File: src/sv/kqt_pkg.sv
// ----------------------------------------------------------------------------
// kqt_pkg
// Shared types and codes for the keyed quantity table and its cell chain.
// ----------------------------------------------------------------------------
package kqt_pkg;

    localparam int DEFAULT_CAPACITY = 64;
    localparam int DATA_W           = 32;

    typedef logic [1:0] opcode_t;
    localparam opcode_t OP_INSERT = 2'd0;
    localparam opcode_t OP_SEARCH = 2'd1;
    localparam opcode_t OP_UPDATE = 2'd2;
    localparam opcode_t OP_DUMP   = 2'd3;

    typedef logic [2:0] status_t;
    localparam status_t ST_OK      = 3'd0;
    localparam status_t ST_FULL    = 3'd1;
    localparam status_t ST_DUP     = 3'd2;
    localparam status_t ST_MISSING = 3'd3;
    localparam status_t ST_EMPTY   = 3'd4;

    typedef enum logic [2:0] {
        CMD_HOLD,
        CMD_COMPARE,
        CMD_INSERT,
        CMD_WRITE,
        CMD_ROTATE
    } cell_cmd_t;

    typedef struct packed {
        cell_cmd_t                 cmd;
        logic signed [DATA_W-1:0]  arg_key;
        logic signed [DATA_W-1:0]  arg_qty;
    } cell_ctrl_t;

endpackage

File: src/sv/kqt_cell.sv
// ----------------------------------------------------------------------------
// kqt_cell
// One entry of the sorted chain: holds a key and quantity, flags a key match
// and a key below the probe, shifts right on insert, left on dump rotation.
// ----------------------------------------------------------------------------
module kqt_cell
    import kqt_pkg::*;
(
    input  logic                     clk,
    input  logic                     rst_n,
    input  cell_ctrl_t               ctrl,
    input  logic                     occ,
    input  logic                     left_occ,
    input  logic                     left_less,
    input  logic signed [DATA_W-1:0] left_key,
    input  logic signed [DATA_W-1:0] left_qty,
    input  logic signed [DATA_W-1:0] right_key,
    input  logic signed [DATA_W-1:0] right_qty,
    output logic signed [DATA_W-1:0] key,
    output logic signed [DATA_W-1:0] qty,
    output logic                     less,
    output logic                     hit
);

    logic signed [DATA_W-1:0] key_reg;
    logic signed [DATA_W-1:0] qty_reg;
    logic signed [DATA_W-1:0] key_next;
    logic signed [DATA_W-1:0] qty_next;
    logic                     less_reg;
    logic                     less_next;
    logic                     hit_reg;
    logic                     hit_next;

    always_comb
    begin
        key_next  = key_reg;
        qty_next  = qty_reg;
        less_next = less_reg;
        hit_next  = hit_reg;
        case (ctrl.cmd)
            CMD_COMPARE:
            begin
                less_next = occ && (key_reg < ctrl.arg_key);
                hit_next  = occ && (key_reg == ctrl.arg_key);
            end
            CMD_INSERT:
            begin
                if (left_occ && !left_less)
                begin
                    key_next = left_key;
                    qty_next = left_qty;
                end
                else if (left_occ && !less_reg)
                begin
                    key_next = ctrl.arg_key;
                    qty_next = ctrl.arg_qty;
                end
            end
            CMD_WRITE:
            begin
                if (hit_reg)
                begin
                    qty_next = ctrl.arg_qty;
                end
            end
            CMD_ROTATE:
            begin
                key_next = right_key;
                qty_next = right_qty;
            end
            default:
            begin
            end
        endcase
    end

    always_ff @(posedge clk or negedge rst_n)
    begin
        if (!rst_n)
        begin
            less_reg <= 1'b0;
            hit_reg  <= 1'b0;
        end
        else
        begin
            less_reg <= less_next;
            hit_reg  <= hit_next;
        end
    end

    always_ff @(posedge clk)
    begin
        key_reg <= key_next;
        qty_reg <= qty_next;
    end

    assign key  = key_reg;
    assign qty  = qty_reg;
    assign less = less_reg;
    assign hit  = hit_reg;

endmodule

File: config.mk
export PLATFORM = sky130hd
export DESIGN_NAME = kqt_cell
export DESIGN_NICKNAME = d
export VERILOG_FILES = /design/src/sv/kqt_pkg.sv /design/src/sv/kqt_cell.sv
export SDC_FILE = /design/constraint.sdc
export NUM_CORES = 1
export LEC_CHECK = 0
export BUFFER_PORTS_ARGS = -buffer_cell sky130_fd_sc_hd__buf_4
export CORE_ASPECT_RATIO = 1.75
export CORE_UTILIZATION = 39
export CTS_CLUSTER_DIAMETER = 100
export CTS_CLUSTER_SIZE = 14
export DETAILED_ROUTE_END_ITERATION = 12
export GPL_TIMING_DRIVEN = 0
export HOLD_SLACK_MARGIN = 0.02
export PLACE_DENSITY = 0.88
export SLEW_MARGIN = 20
export SYNTH_ARGS = -nofsm -noshare
export SYNTH_HDL_FRONTEND = slang
export SYNTH_SLANG_ARGS = --single-unit
export TNS_END_PERCENT = 30
File: constraint.sdc
create_clock -name clk -period 3.1 [get_ports clk]
set_input_delay 0.31 -clock clk [delete_from_list [all_inputs] [get_ports clk]]
set_output_delay 0.31 -clock clk [all_outputs]
set_load 0.005 [all_outputs]
==> impl_metrics.env <==
export IMPL_status="completed"
export IMPL_netlist_instances=416
export IMPL_path_class="register to register"
export IMPL_finalClockSkew_ns=0.00677
export IMPL_switching_share_pct=24.4
export IMPL_slowest_stage="a31o_2"
export IMPL_p_comb_share_pct=22.7
export IMPL_critPathArrivalTime_ns=2.31
export IMPL_synthAdderAreaFrac_pct=9.78
export IMPL_start_util_pct=40.0
export IMPL_htree_levels=3
export IMPL_ys_flop_type="edfxtp_1"
export IMPL_fillers=810
export IMPL_cts_resized_gates=0
export IMPL_seqPwrFrac_pct=37.6
export IMPL_wl_mm=14.9
export IMPL_p_int_uw=2220
export IMPL_synth_compound_area_share_pct=21.0
export IMPL_viasPerCell=5.43
export IMPL_root_buffer="clkbuf_16"
export IMPL_fmax_mhz=424
export IMPL_cp_max_fo=32
export IMPL_die_w_um=79.5
export IMPL_setup_viol=0
export IMPL_dieArea_um2=10900
export IMPL_startpoint="less"
export IMPL_endpoint_kind="register"
export IMPL_muxShareOfSynthArea_pct=0.489
export IMPL_yosys_area_share_simple_pct=11.1
export IMPL_cp_required_ns=3.05
export IMPL_path_buf_inv=0
export IMPL_met2_length_mm=8.14
export IMPL_slowest_delay_ns=0.76
export IMPL_netlist_area_um2=4100
export IMPL_cp_top_family="compound AO/OA/AOI/OAI gates"
export IMPL_holdBufCountCts=1
export IMPL_cts_buffers=9
export IMPL_grt_pass1_vias=4606
export IMPL_drtIter0Drc=343
export IMPL_synth_seq_area_share_pct=48.2
export IMPL_hpwl_mm=11.9
export IMPL_clock_latency_ns=0.33
export IMPL_final_hold_viol_count=0
export IMPL_p_clk_share_pct=39.7
export IMPL_period_share_pct=76.1
export IMPL_antenna_found_initial=0
export IMPL_rsz0062_at_grt="no"
export IMPL_final_net_count=926
export IMPL_antenna_cells=0
export IMPL_hp_class="primary input to register"
export IMPL_hp_start="right_qty[4]"
export IMPL_clock_sinks=66
export IMPL_maxCapViolCount=0
export IMPL_synth_edf_count=64
export IMPL_wl_met3_mm=1.12
export IMPL_grt_use_total_pct=26.0
export IMPL_synth_xor_area_share_pct=0
export IMPL_synthArstFlopShare_pct=3.03
export IMPL_drive_above_1_share_pct=43.6
export IMPL_dieHeight_um=138
export IMPL_irDropWorstVdd_mv=0.289
export IMPL_tritoncts="yes"
export IMPL_grt_pass1_wl_mm=21.5
export IMPL_ant_nets=0
export IMPL_m1WireLength_mm=5.13
export IMPL_finalWorstSetupSlack_ns=0.742
export IMPL_synth_top_family_by_area="compound AO/OA/AOI/OAI gates"
export IMPL_slew_headroom_pct=43.1
export IMPL_p_per_area_nw_per_um2=443
export IMPL_maxSlewViolCount=0
export IMPL_area_growth_pct=62.0
export IMPL_reg2reg_from="less"
export IMPL_pin_count=266
export IMPL_synth_cell_types=38
export IMPL_path_cells="nand2_1 > nand4b_1 > a21oi_4 > a31o_2"
export IMPL_portBuffers=265
export IMPL_core_area_um2=10200
export IMPL_drc_errors=0
export IMPL_p_leak_uw=0.00311
export IMPL_period_needed_ns=2.36
export IMPL_via_count=4489
export IMPL_rows=49
export IMPL_startpoint_type="register"
export IMPL_fin_area_um2=6640
export IMPL_clockBufferDepth=2
export IMPL_synth_fp_nets=648
export IMPL_grt_max_degree=33
export IMPL_post_cts_buffers=0
export IMPL_ys_warn_count=0
export IMPL_dr_max_layer_used="met4"
export IMPL_synth_seq_cells=66
export IMPL_first_pass_iters=7
export IMPL_placed_area_um2=6280
export IMPL_clkTransAtPathRegs_ns=0.06
export IMPL_wl_per_cell_um=18.0
export IMPL_worst_pin_slew_ns=0.853
export IMPL_pre_cts_ws_ns=0.697
export IMPL_place_congestion=0.828
export IMPL_overflow=0
export IMPL_syn_area_per_cell_um2=9.84
export IMPL_switchingPower_uw=716
power by group through the flow:
stage	Clock, µW	Combinational [µW]	Sequential [µW]
3_5_place_dp	0	659	1120
6_report	1170	667	1100
2_1_floorplan	0	260	1120
5_1_grt	1210	723	1110
4_1_cts	1180	663	1100
3_3_place_gp	0	624	1120
routing by layer:
metal | vias up | global-route usage (%)
met3 | 46 | 5.17
met2 | 272 | 49.6
met4 | 0 | 11.6
met1 | 2090 | 26.6
met5 | - | 0
li1 | 2081 | -
final cells by class:
type | count | area (µm²) | share of cell area [%]
Timing Repair Buffer | 267 | 2030 | 30.5
Clock buffer | 9 | 225 | 3.39
Inverter | 65 | 244 | 3.68
Tap cell | 127 | 159 | 2.39
Clock inverter | 7 | 118 | 1.77
Buffer | 23 | 145 | 2.19
Multi-Input combinational cell | 262 | 1750 | 26.3
Sequential cell | 66 | 1970 | 29.7
worst min-delay path: cells and delay by family:
family	cells	cell delay, ns
buf+inv	2	0.13
compound gates	1	0.05
layout by cell type, fill, tap and decap left out, types with 2 or more instances in the layout:
cell type	n
ha_1	32
clkbuf_16	9
nor2_1	34
o21ai_2	2
dfrtp_1	2
buf_2	5
bufinv_16	3
inv_1	65
clkinvlp_4	2
buf_4	265
a21oi_1	47
buf_1	6
mux2i_1	2
buf_6	7
nand2b_1	2
nor2b_1	2
a222oi_1	32
nand2_1	46
clkbuf_1	5
edfxtp_1	64
nand3_1	2
nand4_1	5
o21ai_0	36
cells in the mapped netlist (2+ instances only):
library cell | n | area share (%)
inv_1 | 65 | 6.0
edfxtp_1 | 64 | 47
a21oi_1 | 48 | 5.9
nand2_1 | 46 | 4.2
o21ai_0 | 36 | 4.4
nor2_1 | 34 | 3.1
a222oi_1 | 32 | 7.8
ha_1 | 32 | 9.8
buf_6 | 7 | 1.9
buf_1 | 6 | 0.55
buf_2 | 5 | 0.61
clkbuf_1 | 5 | 0.46
nand4_1 | 5 | 0.76
dfrtp_1 | 2 | 1.2
mux2i_1 | 2 | 0.49
nand2b_1 | 2 | 0.31
nand3_1 | 2 | 0.24
nor2b_1 | 2 | 0.31
o21ai_2 | 2 | 0.43
final timing paths:
kind / end / depth (start not counted) / slack [ns]
min: qty[4] / 3 / 0.26
max in group asynchronous: hit / 2 / 2.69
min in group asynchronous: less / 2 / 0.32
max: qty[26] / 4 / 0.74
min reg2reg: hit / 2 / 0.57
max reg2reg: qty[26] / 4 / 0.74
metrics by stage:
step	hold slack, ns	util (%)	TNS, ns	cells	total power (µW)
after detailed placement	0.0926	61.4	0	809	1780
after floorplan	0.0144	-	0	416	1380
final	0.258	64.8	0	826	2940
after CTS	0.248	64.8	0	826	2950
after global placement	0.0924	61.0	-5.49	808	1740
after global routing	0.261	64.8	0	826	3040
logic make-up (layout without fill, tap and decap cells):
family | Yosys count | in the layout
AO/OA/AOI/OAI | 128 | 128
AND/OR/NAND/NOR | 100 | 100
buffers and inverters | 88 | 371
flip-flops | 66 | 66
adder cells (fa/ha/maj) | 32 | 32
multiplexers | 2 | 2
No activity file was read; power rests on OpenSTA's default activity.
